## src/design/atc_pkg.sv

```systemverilog
// ----------------------------------------------------------------------------
// atc_pkg
// Shared types, constants and character/automaton helpers for the
// assembly token classifier.
// ----------------------------------------------------------------------------
package atc_pkg;

    // saturation limit of the reported word length
    localparam int MAX_TOKEN_LENGTH = 4095;
    localparam int LEN_W            = $clog2(MAX_TOKEN_LENGTH + 1);

    // result field widths
    localparam int CLASS_W   = 5;
    localparam int OUT_LEN_W = 12;
    localparam int BYTE_W    = 8;
    localparam int IN_DATA_W = 8;
    localparam int OUT_DATA_W = 32;
    localparam int RES_BITS  = CLASS_W + OUT_LEN_W + BYTE_W;

    // pattern automata
    localparam int AU_W     = 4;
    localparam int AU_COUNT = 11;
    localparam int PROG_W   = AU_W * AU_COUNT;
    localparam logic [AU_W-1:0] AU_DEAD = 4'd15;

    localparam int AU_DEC = 0;
    localparam int AU_HEX = 1;
    localparam int AU_FLT = 2;
    localparam int AU_CMT = 3;
    localparam int AU_IDN = 4;
    localparam int AU_DOT = 5;
    localparam int AU_ASG = 6;
    localparam int AU_LBL = 7;
    localparam int AU_FIL = 8;
    localparam int AU_OPT = 9;
    localparam int AU_ADR = 10;

    // token classes
    typedef enum logic [CLASS_W-1:0] {
        CLS_UNKNOWN = 5'd0,
        CLS_DEC     = 5'd1,
        CLS_HEX     = 5'd2,
        CLS_FLOAT   = 5'd3,
        CLS_STRING  = 5'd4,
        CLS_CHAR    = 5'd5,
        CLS_PREPROC = 5'd6,
        CLS_COMMENT = 5'd7,
        CLS_OP      = 5'd8,
        CLS_PUNCT   = 5'd9,
        CLS_IDENT   = 5'd10,
        CLS_ASM_DIR = 5'd11,
        CLS_ASM_CMD = 5'd12,
        CLS_ASSIGN  = 5'd13,
        CLS_LABEL   = 5'd14,
        CLS_FILE    = 5'd15,
        CLS_OPTION  = 5'd16,
        CLS_ADDR    = 5'd17
    } class_t;

    // one result word, class in the lowest bits
    typedef struct packed {
        logic                 last;
        logic [BYTE_W-1:0]    first;
        logic [OUT_LEN_W-1:0] len;
        class_t               cls;
    } result_t;

    // character classes
    function automatic logic is_digit(input logic [7:0] c);
        return (c >= 8'h30) && (c <= 8'h39);
    endfunction

    function automatic logic is_lower(input logic [7:0] c);
        return (c >= 8'h61) && (c <= 8'h7a);
    endfunction

    function automatic logic is_upper(input logic [7:0] c);
        return (c >= 8'h41) && (c <= 8'h5a);
    endfunction

    function automatic logic is_alnum(input logic [7:0] c);
        return is_digit(c) || is_lower(c) || is_upper(c);
    endfunction

    function automatic logic is_head(input logic [7:0] c);
        return is_lower(c) || is_upper(c) || (c == "_");
    endfunction

    function automatic logic is_wordc(input logic [7:0] c);
        return is_alnum(c) || (c == "_");
    endfunction

    function automatic logic is_hexd(input logic [7:0] c);
        return is_digit(c) || ((c >= 8'h61) && (c <= 8'h66))
            || ((c >= 8'h41) && (c <= 8'h46));
    endfunction

    function automatic logic is_space(input logic [7:0] c);
        return (c == 8'h20) || ((c >= 8'h09) && (c <= 8'h0d));
    endfunction

    function automatic logic is_delim(input logic [7:0] c);
        return (c == ";") || (c == ",") || (c == "(") || (c == ")");
    endfunction

    // next state of one pattern automaton for one byte
    function automatic logic [AU_W-1:0] au_advance(input int id,
                                                   input logic [AU_W-1:0] s,
                                                   input logic [7:0] c);
        logic [AU_W-1:0] r;
        r = AU_DEAD;
        if (s != AU_DEAD)
        begin
            case (id)
                AU_DEC: r = is_digit(c) ? 4'd1 : AU_DEAD;
                AU_HEX:
                begin
                    if (s == 4'd0)      r = (c == "0") ? 4'd1 : AU_DEAD;
                    else if (s == 4'd1) r = (c == "x") ? 4'd2 : AU_DEAD;
                    else                r = is_hexd(c) ? 4'd3 : AU_DEAD;
                end
                AU_FLT:
                begin
                    if (s == 4'd0)
                        r = is_digit(c) ? 4'd0 : ((c == ".") ? 4'd1 : AU_DEAD);
                    else
                        r = is_digit(c) ? 4'd2 : AU_DEAD;
                end
                AU_CMT:
                begin
                    if (s == 4'd0)      r = (c == "/") ? 4'd1 : AU_DEAD;
                    else if (s == 4'd1)
                        r = (c == "/") ? 4'd2 : ((c == "*") ? 4'd3 : AU_DEAD);
                    else                r = s;
                end
                AU_IDN:
                begin
                    if (s == 4'd0) r = is_head(c) ? 4'd1 : AU_DEAD;
                    else           r = is_wordc(c) ? 4'd1 : AU_DEAD;
                end
                AU_DOT:
                begin
                    if (s == 4'd0)      r = (c == ".") ? 4'd1 : AU_DEAD;
                    else if (s == 4'd1) r = is_wordc(c) ? 4'd2 : AU_DEAD;
                    else if (s == 4'd2)
                        r = is_wordc(c) ? 4'd2 : ((c == ":") ? 4'd3 : AU_DEAD);
                    else                r = AU_DEAD;
                end
                AU_ASG:
                begin
                    if (s == 4'd0)      r = is_head(c) ? 4'd1 : AU_DEAD;
                    else if (s == 4'd1)
                        r = is_wordc(c) ? 4'd1 : ((c == "=") ? 4'd2 : AU_DEAD);
                    else                r = (c == "=") ? AU_DEAD : 4'd2;
                end
                AU_LBL:
                begin
                    if (s == 4'd0)      r = is_head(c) ? 4'd1 : AU_DEAD;
                    else if (s == 4'd1)
                        r = is_wordc(c) ? 4'd1 :
                            ((c == ":") ? 4'd2 : ((c == ".") ? 4'd3 : AU_DEAD));
                    else if (s == 4'd3)
                        r = is_wordc(c) ? 4'd3 : ((c == ":") ? 4'd4 : AU_DEAD);
                    else                r = AU_DEAD;
                end
                AU_FIL:
                begin
                    if (s == 4'd0)      r = is_head(c) ? 4'd1 : AU_DEAD;
                    else if (s == 4'd1)
                        r = is_wordc(c) ? 4'd1 : ((c == ".") ? 4'd2 : AU_DEAD);
                    else if (s == 4'd2)
                        r = (c == "o") ? 4'd3 : ((c == "a") ? 4'd4 : AU_DEAD);
                    else if (s == 4'd4) r = (c == "s") ? 4'd5 : AU_DEAD;
                    else if (s == 4'd5) r = (c == "m") ? 4'd6 : AU_DEAD;
                    else                r = AU_DEAD;
                end
                AU_OPT:
                begin
                    if (s == 4'd0) r = (c == "-") ? 4'd1 : AU_DEAD;
                    else           r = is_alnum(c) ? 4'd2 : AU_DEAD;
                end
                AU_ADR:
                begin
                    case (s)
                        4'd0: r = (c == "[") ? 4'd1 : AU_DEAD;
                        4'd1: r = (c == "e") ? 4'd2 : AU_DEAD;
                        4'd2: r = (c == "b") ? 4'd3 : AU_DEAD;
                        4'd3: r = (c == "p") ? 4'd4 : AU_DEAD;
                        4'd4: r = ((c == "+") || (c == "-")) ? 4'd5 :
                                  (is_digit(c) ? 4'd6 : AU_DEAD);
                        4'd5: r = is_digit(c) ? 4'd6 : AU_DEAD;
                        4'd6: r = is_digit(c) ? 4'd6 :
                                  ((c == "]") ? 4'd7 : AU_DEAD);
                        default: r = AU_DEAD;
                    endcase
                end
                default: r = AU_DEAD;
            endcase
        end
        return r;
    endfunction

    // first matching class of a finished word
    function automatic class_t word_class(input logic [LEN_W-1:0]  len,
                                          input logic [7:0]        f,
                                          input logic [15:0]       recent,
                                          input logic [PROG_W-1:0] prog);
        logic [7:0]      last;
        logic [7:0]      prev;
        logic            ge2;
        logic            ge4;
        logic [AU_W-1:0] cmt;
        logic [AU_W-1:0] dot;
        logic [AU_W-1:0] lbl;
        logic [AU_W-1:0] fil;
        class_t          r;
        last = recent[7:0];
        prev = recent[15:8];
        ge2  = len >= LEN_W'(2);
        ge4  = len >= LEN_W'(4);
        cmt  = prog[AU_CMT*AU_W +: AU_W];
        dot  = prog[AU_DOT*AU_W +: AU_W];
        lbl  = prog[AU_LBL*AU_W +: AU_W];
        fil  = prog[AU_FIL*AU_W +: AU_W];
        if (prog[AU_DEC*AU_W +: AU_W] == 4'd1)                 r = CLS_DEC;
        else if (prog[AU_HEX*AU_W +: AU_W] == 4'd3)            r = CLS_HEX;
        else if (prog[AU_FLT*AU_W +: AU_W] == 4'd2)            r = CLS_FLOAT;
        else if (ge2 && (f == 8'h22) && (last == 8'h22))       r = CLS_STRING;
        else if (ge2 && (f == 8'h27) && (last == 8'h27))       r = CLS_CHAR;
        else if (f == "#")                                     r = CLS_PREPROC;
        else if (cmt == 4'd2)                                  r = CLS_COMMENT;
        else if ((cmt == 4'd3) && ge4 && (prev == "*") && (last == "/"))
            r = CLS_COMMENT;
        else if ((len == LEN_W'(1)) &&
                 ((f == "+") || (f == "-") || (f == "*") || (f == "/")))
            r = CLS_OP;
        else if (prog[AU_IDN*AU_W +: AU_W] == 4'd1)            r = CLS_IDENT;
        else if (dot == 4'd3)                                  r = CLS_ASM_DIR;
        else if (dot == 4'd2)                                  r = CLS_ASM_CMD;
        else if (prog[AU_ASG*AU_W +: AU_W] == 4'd2)            r = CLS_ASSIGN;
        else if ((lbl == 4'd2) || (lbl == 4'd4))               r = CLS_LABEL;
        else if ((fil == 4'd3) || (fil == 4'd6))               r = CLS_FILE;
        else if (prog[AU_OPT*AU_W +: AU_W] == 4'd2)            r = CLS_OPTION;
        else if (prog[AU_ADR*AU_W +: AU_W] == 4'd7)            r = CLS_ADDR;
        else                                                   r = CLS_UNKNOWN;
        return r;
    endfunction

endpackage

```

## src/design/assembly_token_classifier_core.sv

```systemverilog
// ----------------------------------------------------------------------------
// assembly_token_classifier_core
// Splits a byte stream into words and emits one class word per token.
// ----------------------------------------------------------------------------
//
//  channel   | direction | tdata                          | tuser | tlast
//  ----------+-----------+--------------------------------+-------+------------
//  s_axis    | in        | text_byte                      | kind  | -
//  m_axis    | out       | token_class, length, first_byte| -     | last_of_run
//
//  One input word per cycle while s_axis_tready is high; the word state
//  and the eleven pattern automata update in the cycle the byte is accepted.
//  Results go to a four-entry output queue; a delimiter after a word pushes
//  two results, first the word and then the delimiter.
//  Input is taken while the queue has room for two results, so a stalled
//  output side holds the input back after at most four queued results.
//  Reset (rst_n low, asynchronous) empties the queue and clears the word.
// ----------------------------------------------------------------------------
module assembly_token_classifier_core
(
    input  logic                               clk,
    input  logic                               rst_n,
    input  logic                               s_axis_tvalid,
    output logic                               s_axis_tready,
    // [7:0] text_byte
    input  logic [atc_pkg::IN_DATA_W-1:0]      s_axis_tdata,
    // [0] kind
    input  logic [0:0]                         s_axis_tuser,
    output logic                               m_axis_tvalid,
    input  logic                               m_axis_tready,
    // [4:0] token_class, [16:5] token_length, [24:17] first_byte, rest zero
    output logic [atc_pkg::OUT_DATA_W-1:0]     m_axis_tdata,
    output logic                               m_axis_tlast
);

    import atc_pkg::*;

    localparam int FIFO_DEPTH = 4;
    localparam int PTR_W      = $clog2(FIFO_DEPTH);
    localparam int CNT_W      = $clog2(FIFO_DEPTH + 1);

    // word state
    logic [LEN_W-1:0]  word_len_reg,   word_len_next;
    logic [7:0]        word_first_reg, word_first_next;
    logic [15:0]       recent_reg,     recent_next;
    logic [PROG_W-1:0] prog_reg,       prog_next;

    // output queue
    result_t           fifo_mem [FIFO_DEPTH];
    logic [PTR_W-1:0]  head_reg, head_next;
    logic [PTR_W-1:0]  tail_reg, tail_next;
    logic [CNT_W-1:0]  count_reg, count_next;

    logic              in_acc;
    logic              out_pop;
    logic [7:0]        c;
    logic              kind_end;
    logic              space_evt;
    logic              delim_evt;
    logic              flush_evt;
    logic              have_word;
    result_t           word_res;
    result_t           delim_res;
    result_t           push0;
    result_t           push1;
    logic [1:0]        push_cnt;
    result_t           head_res;

    assign c         = s_axis_tdata;
    assign kind_end  = s_axis_tuser[0];
    assign space_evt = !kind_end && is_space(c);
    assign delim_evt = !kind_end && is_delim(c);
    assign flush_evt = kind_end || space_evt || delim_evt;
    assign have_word = (word_len_reg != '0);

    assign s_axis_tready = (count_reg <= CNT_W'(FIFO_DEPTH - 2));
    assign in_acc        = s_axis_tvalid && s_axis_tready;
    assign out_pop       = m_axis_tvalid && m_axis_tready;

    // results for the current byte
    always_comb
    begin
        word_res.last  = !delim_evt;
        word_res.first = word_first_reg;
        word_res.len   = OUT_LEN_W'(word_len_reg);
        word_res.cls   = word_class(word_len_reg, word_first_reg, recent_reg, prog_reg);

        delim_res.last  = 1'b1;
        delim_res.first = c;
        delim_res.len   = OUT_LEN_W'(1);
        delim_res.cls   = CLS_PUNCT;

        push0    = word_res;
        push1    = delim_res;
        push_cnt = 2'd0;
        if (in_acc)
        begin
            if (flush_evt && have_word)
            begin
                push_cnt = delim_evt ? 2'd2 : 2'd1;
            end
            else if (delim_evt)
            begin
                push0    = delim_res;
                push_cnt = 2'd1;
            end
        end
    end

    // word state and automata update
    always_comb
    begin
        word_len_next   = word_len_reg;
        word_first_next = word_first_reg;
        recent_next     = recent_reg;
        prog_next       = prog_reg;
        if (in_acc)
        begin
            if (flush_evt)
            begin
                word_len_next   = '0;
                word_first_next = '0;
                recent_next     = '0;
                prog_next       = '0;
            end
            else
            begin
                if (!have_word)
                    word_first_next = c;
                if (word_len_reg < LEN_W'(MAX_TOKEN_LENGTH))
                    word_len_next = word_len_reg + LEN_W'(1);
                recent_next = {recent_reg[7:0], c};
                for (int i = 0; i < AU_COUNT; i++)
                begin
                    prog_next[i*AU_W +: AU_W] = au_advance(i, prog_reg[i*AU_W +: AU_W], c);
                end
            end
        end
    end

    // queue pointers
    always_comb
    begin
        head_next  = out_pop ? head_reg + PTR_W'(1) : head_reg;
        tail_next  = tail_reg + PTR_W'(push_cnt);
        count_next = count_reg + CNT_W'(push_cnt) - CNT_W'(out_pop);
    end

    // control and word state registers
    always_ff @(posedge clk or negedge rst_n)
    begin
        if (!rst_n)
        begin
            word_len_reg   <= '0;
            word_first_reg <= '0;
            recent_reg     <= '0;
            prog_reg       <= '0;
            head_reg       <= '0;
            tail_reg       <= '0;
            count_reg      <= '0;
        end
        else
        begin
            word_len_reg   <= word_len_next;
            word_first_reg <= word_first_next;
            recent_reg     <= recent_next;
            prog_reg       <= prog_next;
            head_reg       <= head_next;
            tail_reg       <= tail_next;
            count_reg      <= count_next;
        end
    end

    // queue storage
    always_ff @(posedge clk)
    begin
        if (push_cnt != 2'd0)
            fifo_mem[tail_reg] <= push0;
        if (push_cnt == 2'd2)
            fifo_mem[tail_reg + PTR_W'(1)] <= push1;
    end

    // output word
    assign head_res      = fifo_mem[head_reg];
    assign m_axis_tvalid = (count_reg != '0);
    assign m_axis_tlast  = head_res.last;
    assign m_axis_tdata  = {(OUT_DATA_W - RES_BITS)'(0), head_res.first, head_res.len,
                            head_res.cls};

    // checks
    a_count_bound: assert property (@(posedge clk) disable iff (!rst_n)
        count_reg <= CNT_W'(FIFO_DEPTH))
        else $error("output queue overflow");

    a_flush_clears: assert property (@(posedge clk) disable iff (!rst_n)
        (in_acc && flush_evt) |=> (word_len_reg == '0))
        else $error("word not cleared after a break");

    a_take_grows: assert property (@(posedge clk) disable iff (!rst_n)
        (in_acc && !flush_evt) |=> (word_len_reg != '0))
        else $error("text byte not added to word");

    a_delim_result: assert property (@(posedge clk) disable iff (!rst_n)
        (in_acc && delim_evt) |=> m_axis_tvalid)
        else $error("delimiter produced no result");

    a_pair_last: assert property (@(posedge clk) disable iff (!rst_n)
        (push_cnt == 2'd2) |-> (!push0.last && push1.last && delim_evt))
        else $error("bad last marking on a result pair");

endmodule
```

## config.mk

```make
export PLATFORM = sky130hd
export DESIGN_NAME = assembly_token_classifier_core
export DESIGN_NICKNAME = d
export VERILOG_FILES = /design/src/design/atc_pkg.sv /design/src/design/assembly_token_classifier_core.sv
export SDC_FILE = /design/constraint.sdc
export NUM_CORES = 1
export LEC_CHECK = 0
export BUFFER_PORTS_ARGS = -buffer_cell sky130_fd_sc_hd__buf_2
export CAP_MARGIN = 20
export CORE_ASPECT_RATIO = 1.75
export CORE_MARGIN = 1
export CORE_UTILIZATION = 55
export DETAILED_ROUTE_END_ITERATION = 12
export HOLD_SLACK_MARGIN = 0.08
export PLACE_DENSITY = 0.72
export SLEW_MARGIN = 10
export SYNTH_ARGS = -nofsm -noshare
export SYNTH_HDL_FRONTEND = slang
export SYNTH_SLANG_ARGS = --single-unit
```

## constraint.sdc

```tcl
create_clock -name clk -period 4.5 [get_ports clk]
set_input_delay 0 -clock clk [delete_from_list [all_inputs] [get_ports clk]]
set_output_delay 0 -clock clk [all_outputs]
set_load 0.01 [all_outputs]
```

# Yosys cells after proc, flatten, opt, wreduce, memory -nomap -nowiden
# Memories as Yosys holds them, arrays and structs flattened.
# Index checks and enable logic that the tools add are counted.
classes:
  add_sub_neg: 6
  order_cmp: 14
  n_eq_ne: 81
  mux: 105
  reduce_logical: 57
op_table:
  columns: ["op", "count"]
  rows:
  - ["2-to-1 mux 4 bit", 70]
  - ["equality test 8 x 6 -> 1 bit (second input constant)", 24]
  - ["equality test 8 x 7 -> 1 bit (second input constant)", 11]
  - ["2-to-1 mux 5 bit", 17]
  - ["2-to-1 mux 26 bit", 3]
  - ["equality test 4 x 2 -> 1 bit (second input constant)", 14]
  - ["2-to-1 mux 44 bit", 1]
  - ["inequality test 4 bit (second input constant)", 11]
  - ["logical NOT 4 bit", 10]
  - ["equality test 4 x 1 -> 1 bit (second input constant)", 9]
  - ["equality test 4 x 3 -> 1 bit (second input constant)", 8]
  - ["less-or-equal comparator 8 x 7 -> 1 bit (second input constant)", 4]
  - ["case mux 4 bit (7 select lines)", 1]
  - ["2-to-1 mux 12 bit", 2]
  - ["logical AND 1 bit", 19]
  - ["logical OR 1 bit", 19]
  - ["greater-or-equal comparator 8 x 7 -> 1 bit (second input constant)", 2]
  - ["2-to-1 mux 16 bit", 1]
  - ["2-to-1 mux 8 bit", 2]
  - ["adder 12 x 1 -> 12 bit (second input constant)", 1]
  - ["equality test 12 x 1 -> 1 bit (second input constant)", 1]
  - ["greater-or-equal comparator 12 x 2 -> 1 bit (second input constant)", 1]
  - ["greater-or-equal comparator 12 x 3 -> 1 bit (second input constant)", 1]
  - ["< comparator 12 bit (second input constant)", 1]
  - ["other kinds (19)", 30]
totals:
  regBits: 87
  ram_bits: 104
  inputBits: 13
  out_inout_bits: 35
  elab_cells: 272
  memories: 1
memory_table:
  columns: ["memory", "words", "word_bits", "rd", "rd_ports_with_merged_regs", "wr", "line", "text"]
  rows:
  - ["fifo_mem", 4, 26, 1, 0, 2, "assembly_token_classifier_core.sv:49", "result_t fifo_mem [FIFO_DEPTH];"]

# Depth between registers and ports, before layout
# Gate-level depths: netlist (run 1).
depth:
  ltp_word: 21
  depth_mapped: 16
  mapped_depth_nobuf: 13

# Least setup slack after synthesis (run 1)
# Ideal clock, no wire load.
synth_path:
  path_type: "reg-to-reg"
  from: "reg word_len_reg[3]"
  to: "mem fifo_mem[0][17] in the netlist's numbering (enable)"
  arrival_ns: 3.044
  required_time_ns: 4.161
  slack_ns: 1.117
  path_stages_with_launch: 11
  period_less_slack_ns: 3.383
  cell_sequence: "dfrtp_1 -> clkbuf_1 -> or4_1 -> nor3_1 -> a21oi_1 -> ha_1 -> nor2_1 -> nand3b_1 -> nor3_1 -> nor2_1 -> inv_1"
synth_lines:
  columns: ["element", "line", "text"]
  rows:
  - ["start: declaration", "assembly_token_classifier_core.sv:43", "logic [LEN_W-1:0] word_len_reg, word_len_next;"]
  - ["start signal: assignment", "assembly_token_classifier_core.sv:164", "word_len_reg <= word_len_next;"]
  - ["end: declaration", "assembly_token_classifier_core.sv:49", null]

==> results.yml, run 1 <==
sta:
  finalHoldWorstSlack_ns: 0.0598
  finalSetupViolations: 0
  grt_setup_unrepaired: "false"
  final_min_period_over_clock_period: 0.773
  maximum_achievable_frequency_mhz: 287
  final.setup.tns_ns: 0
  slew_viol_final: 0
  timing_hold_violations_final: 0
  worstMarginPinSlew_ns: 1.19
  clock-skew-final_ns: 0.0148
  timing.final.crit_period_ns: 3.48
  slew-limit-headroom: 0.209
finish:
  nNetsFinal: 972
  largest_register_ff_count: 104
  final_design_area_no_fill_um2: 10100
  final_util: 0.633
  n_antenna_cell: 0
  multi_input_area_um2: 4450
  most-common-layout-cells: "117 x nand2_1, 80 x o21ai_0, 75 x dfrtp_1"
  final_common_cell: "nand2_1"
  sequential_cell_area_um2: 4310
  final_layout_size_suffix_gt1_frac: 0.142
  layout-area-overhead-vs-synth_pct: 11.2
  fillerInstances: 1312
synth:
  synth_compound_gate_area_share: 0.204
  yosys.area_share.xor_xnor: 0.0154
  synth.avg_cell_area_um2: 9.83
  synth_fa_ha_area_frac: 0.0145
  yosysTopAreaCell: "dfrtp_1"
  synth_top_area_frac: 0.209
  netlist_area_um2: 9120
  synth_warnings: 0
  synth_ff_type: "dfrtp_1"
  synth_top_family_by_area: "compound AO/OA/AOI/OAI gates"
  synthSimpleGateAreaFrac: 0.183
  synth.yosys.seq_area_share: 0.472
  ys_async_sr_fraction: 0.422
  post_synth_inst_count: 927
  netlist_cell_types: 72
  ys_ff_latch: 180
  synth_enable_flop_cells: 32
  synthTopCellsByArea: "dfrtp_1 21%, dfxtp_1 16%, edfxtp_1 11%"
  synth.mux.area_fraction: 0.0675
drt:
  vias_per_cell: 6.54
  route.antenna.remaining_nets: 0
  first_pass_iters: 5
  number_of_vias_after_detailed_routing: 7532
  wl_um: 24900
  drc_errors: 0
  first_iter_violations: 477
  routed_wire_length_per_instance_um: 21.6
floorplan:
  placeableCoreArea_um2: 16000
  initial_core_util: 0.569
  pin_count: 48
  row_count: 61
  die_width_um: 99.3
  die_y_um: 172
  die_area_um2: 17100
grt:
  grt_first_pass_wirelength_um: 39100
  grt_start_max_net_pins: 77
  global_router_s_overall_resource_usage: 0.301
  gr-total-overflow: 0
  grt_antenna_before_repair: 0
  via_count_of_the_first_global_routing_pass: 7362
setup_path:
  worst-r2r-setup-slack_ns: 1.02
  worstSetupEndpointType: "flip-flop"
  required_time_at_the_endpoint_of_the_critical_path_ns: 4.56
  timing_worst_setup_path_type: "primary input to flip-flop"
  worstPathArrival_ns: 3.54
  crit_fanout: 19
  crit_path_start_kind: "primary input"
  worst_setup_path_endpoint: "fifo_mem[2][19]"
  critical_path.reg2reg.startpoint: "word_len_reg[6]"
  timing.reg2reg.worst_path_depth: 10
  r2r_end: "fifo_mem[2][19]"
  worstSetupStartpoint: "s_axis_tdata[5]"
job:
  drv_cap: 0
placed_design:
  detailed_place_hpwl_um: 17400
  dpl_cell_area_um2: 9420
  gp_routability_congestion: 0.945
  place.port_buffers: 40
clock_network:
  tritoncts: "built"
  total_number_of_clock_tree_sinks: 180
  worst_skew_pair.late_latency_ns: 0.43
  clockRootBuffer: "clkbuf_16"
  maximum_level_of_the_cts_h_tree: 4
  clk_transition_reported_paths_ns: 0.08
  clock_buffers_created_by_tritoncts: 17
  post_cts.repair.setup_buffers: 0
  cts_repair_resize_count: 0
  cts-root-to-sink-buffers: 2
  cts-hold-fix-buffers: 8
worst_hold_path:
  hold_class: "primary input to asynchronous set/reset pin"
power_and_ir_drop:
  ir_drop_uv: 447
  power.density_nw_per_um2: 602
  total_leakage_power_uw: 0.00398
outcome:
  run_status: "finished clean"
==> metrics by stage <==
stage	power, µW	instances	worst slack [ns]
5_1_grt	6450	1151	0.703
6_report	6100	1151	1.02
3_5_place_dp	4580	1110	1.06
2_1_floorplan	3940	933	1.12
4_1_cts	6100	1150	1.02
3_3_place_gp	4540	1110	1.14
==> final cells by class <==
type                            instances  share of cell area
Timing Repair Buffer                   66              0.0432
Clock inverter                         14              0.0163
Multi-Input combinational cell        658               0.438
Tap cell                              189              0.0233
Inverter                               26             0.00963
Clock buffer                           18              0.0444
Sequential cell                       180               0.425
==> metal layers <==
layer / wire [µm] / vias to the layer above / track usage
li1: - / 3484 / -
met1: 8990 / 3633 / 0.320
met2: 13000 / 314 / 0.546
met3: 1300 / 101 / 0.0457
met4: 1640 / 0 / 0.199
met5: 0 / - / 0
==> Yosys cell counts (7+ instances only) <==
cell type	number
a22o_1	61
nand3_1	21
edfxtp_1	32
a2bb2oi_1	12
inv_1	26
or3_1	11
ha_1	9
o31ai_1	9
a31oi_1	13
xnor2_1	13
buf_4	7
clkbuf_1	55
nand4_1	9
dfxtp_1	72
nand2_1	118
o21ai_0	80
nor3_1	22
nor2b_1	12
mux4_2	26
dfrtp_1	76
a21oi_1	34
nor4_1	10
nor2_1	61
==> worst max-delay path: stages <==
cell	delay, ns
dlygate4sd3_1	0.52
buf_2	0.34
nor4bb_1	0.53
a41oi_1	0.29
o211a_1	0.20
a21oi_1	0.12
ha_1	0.28
nor2b_1	0.17
nand3_1	0.16
nor2_1	0.42
nor2_1	0.10
inv_1	0.39
==> report_power, final <==
part,switching (µW),leakage (µW),internal [µW],total [µW]
clock network,733,0.000302,792,1530
logic,1100,0.00184,878,1980
registers,533,0.00184,2060,2600
total,2370,0.00398,3730,6100
==> cells by family after synthesis <==
group	after synthesis
and+or+nand+nor	328
adders and majority gates	10
AOI/OAI and AO/OA	268
xor gates and xnor gates	16
muxes	29
buffers and inverters	95
DFF	180
other	1
==> worst min path at each step <==
stage | startpoint | endpoint | slack (ns) | cells past startpoint
3_3_place_gp | rst_n | word_first_reg[1] | 0.24 | 1
4_1_cts | s_axis_tdata[0] | recent_reg[0] | 0.08 | 3
5_1_grt | rst_n | prog_reg[42] | 0.08 | 2
3_5_place_dp | rst_n | word_first_reg[1] | 0.25 | 1
2_1_floorplan | rst_n | count_reg[0] | -0.30 | 0
6_report | rst_n | prog_reg[42] | 0.06 | 2
Note: power is estimated with default switching activity, not from simulation.
==> run 2: changes to the inputs <==
--- a/config.mk
+++ b/config.mk
@@ -12,7 +12,7 @@
 export CORE_UTILIZATION = 55
 export DETAILED_ROUTE_END_ITERATION = 12
 export HOLD_SLACK_MARGIN = 0.08
-export PLACE_DENSITY = 0.72
+export PLACE_DENSITY = 0.75
 export SLEW_MARGIN = 10
 export SYNTH_ARGS = -nofsm -noshare
 export SYNTH_HDL_FRONTEND = slang
==> constraint.sdc (replaced) <==
create_clock -name clk -period 2.9 [get_ports clk]
set_input_delay 0 -clock clk [delete_from_list [all_inputs] [get_ports clk]]
set_output_delay 0 -clock clk [all_outputs]
set_load 0.01 [all_outputs]
==> results.yml, run 2 (same netlist as run 1, synthesis figures left out) <==
outcome:
  run_status: "finished, violations left"
  violations: "setup timing"
sta:
  grt_setup_unrepaired: "true"
  post-route-worst-setup-slack_ns: -0.0669
  clock-skew-final_ns: 0.00982
  timing_hold_violations_final: 0
  slew-limit-headroom: 0.432
  finalHoldWorstSlack_ns: 0.0820
  finalSetupViolations: 36
  timing.final.crit_period_ns: 2.97
  final.setup.tns_ns: -0.818
  maximum_achievable_frequency_mhz: 337
  worstMarginPinSlew_ns: 0.846
  slew_viol_final: 0
  final_min_period_over_clock_period: 1.02
drt:
  first_iter_violations: 414
  drc_errors: 0
  routed_wire_length_per_instance_um: 20.2
  route.antenna.remaining_nets: 0
  vias_per_cell: 6.41
  wl_um: 24500
  number_of_vias_after_detailed_routing: 7777
  first_pass_iters: 5
grt:
  grt_start_max_net_pins: 77
  via_count_of_the_first_global_routing_pass: 7741
  grt_first_pass_wirelength_um: 39200
  global_router_s_overall_resource_usage: 0.300
  gr-total-overflow: 0
  grt_antenna_before_repair: 0
placed_design:
  place.port_buffers: 40
  gp_routability_congestion: 0.963
  detailed_place_hpwl_um: 17700
  dpl_cell_area_um2: 9940
floorplan:
  placeableCoreArea_um2: 16000
  die_area_um2: 17100
  initial_core_util: 0.569
  die_y_um: 172
  row_count: 61
  die_width_um: 99.3
  pin_count: 48
power_and_ir_drop:
  power.density_nw_per_um2: 878
  report.power.total_uw: 9430
  total_leakage_power_uw: 0.00430
  ir_drop_uv: 547
setup_path:
  timing_worst_setup_path_type: "flip-flop to flip-flop"
  timing.reg2reg.worst_path_depth: 12
  worstSetupEndpointType: "flip-flop"
  crit_path_start_kind: "flip-flop"
  worstPathArrival_ns: 3.28
  required_time_at_the_endpoint_of_the_critical_path_ns: 3.22
  crit_fanout: 2
finish:
  final_common_cell: "nand2_1"
  largest_register_ff_count: 104
  layout-area-overhead-vs-synth_pct: 17.8
  most-common-layout-cells: "116 x nand2_1, 77 x o21ai_0, 75 x dfrtp_1"
  final_layout_size_suffix_gt1_frac: 0.216
  final_design_area_no_fill_um2: 10700
  n_antenna_cell: 0
  nNetsFinal: 1036
clock_network:
  clock_buffers_created_by_tritoncts: 17
  tritoncts: "built"
  clk_transition_reported_paths_ns: 0.07
  worst_skew_pair.late_latency_ns: 0.43
  total_number_of_clock_tree_sinks: 180
  clockRootBuffer: "clkbuf_16"
  cts-root-to-sink-buffers: 2
  maximum_level_of_the_cts_h_tree: 4
worst_hold_path:
  hold_class: "primary input to asynchronous set/reset pin"
job:
  drv_cap: 0
run 2: changes by cell type in the layout (fill, tap and decap cells not counted), moves of 5 or more:
cell	change
buf_12	+6
nor2_1	-6
nor2_2	+5
buf_4	+56
run 2: critical path, stage by stage (launching register included):
cell     delay (ns)
dfrtp_1        0.38
or4_4          0.56
nor3_4         0.24
a21oi_2        0.08
ha_1           0.32
and3_4         0.19
inv_2          0.04
ha_4           0.25
inv_2          0.04
ha_4           0.15
fa_2           0.36
xnor2_2        0.15
xnor2_1        0.12
run 2: power by group:
group	leakage [µW]	switching (µW)	total [µW]	internal [µW]
Clock	0.000263	998	2130	1130
Sequential	0.00184	755	3960	3210
Combinational	0.00219	1810	3340	1530
run 2: cell type report:
| class | count | area (µm²) |
|---|---|---|
| Clock inverter | 12 | 96.3 |
| Timing Repair Buffer | 130 | 987 |
| Sequential cell | 180 | 4310 |
| Clock buffer | 19 | 443 |
| Inverter | 26 | 100 |
| Fill cell | 1235 | 5290 |
| Multi-Input combinational cell | 658 | 4570 |
| Tap cell | 189 | 236 |
run 2: what timing repair did:
item | in CTS | in global routing
buffers inserted | 2 | 4
pin swaps | 8 | 9
hold buffers | 9 | 0
endpoints found under the hold margin | 98 | 0
gates resized for setup | 10 | 14
endpoints found under the setup margin | 1 | 123
run 2: per-stage QoR:
stage / utilization / instances / setup WS (ns)
floorplan: - / 933 / -0.0842
global placement: 0.620 / 1167 / -0.0519
detailed placement: 0.620 / 1167 / -0.0918
CTS: 0.663 / 1209 / -0.102
global route: 0.670 / 1214 / -0.143
finish: 0.670 / 1214 / -0.0669
run 2: final timing paths:
| kind | start | to | slack (ns) |
|---|---|---|---|
| max in group asynchronous | rst_n | word_first_reg[4] | 2.17 |
| min in group clk | s_axis_tdata[2] | prog_reg[34] | 0.15 |
| hold reg to reg | fifo_mem[3][14] | fifo_mem[3][14] | 0.45 |
| setup reg to reg | word_len_reg[4] | count_reg[2] | -0.07 |
| setup / recovery | word_len_reg[4] | count_reg[2] | -0.07 |
| hold / removal | rst_n | head_reg[0] | 0.08 |
run 2: metal layers:
| layer | track usage | vias up | part of all wire |
|---|---|---|---|
| met5 | 0 | - | 0 |
| met4 | 0.190 | 0 | 0.055 |
| met3 | 0.0453 | 73 | 0.050 |
| met2 | 0.547 | 273 | 0.54 |
| met1 | 0.322 | 3834 | 0.36 |
| li1 | - | 3597 | - |
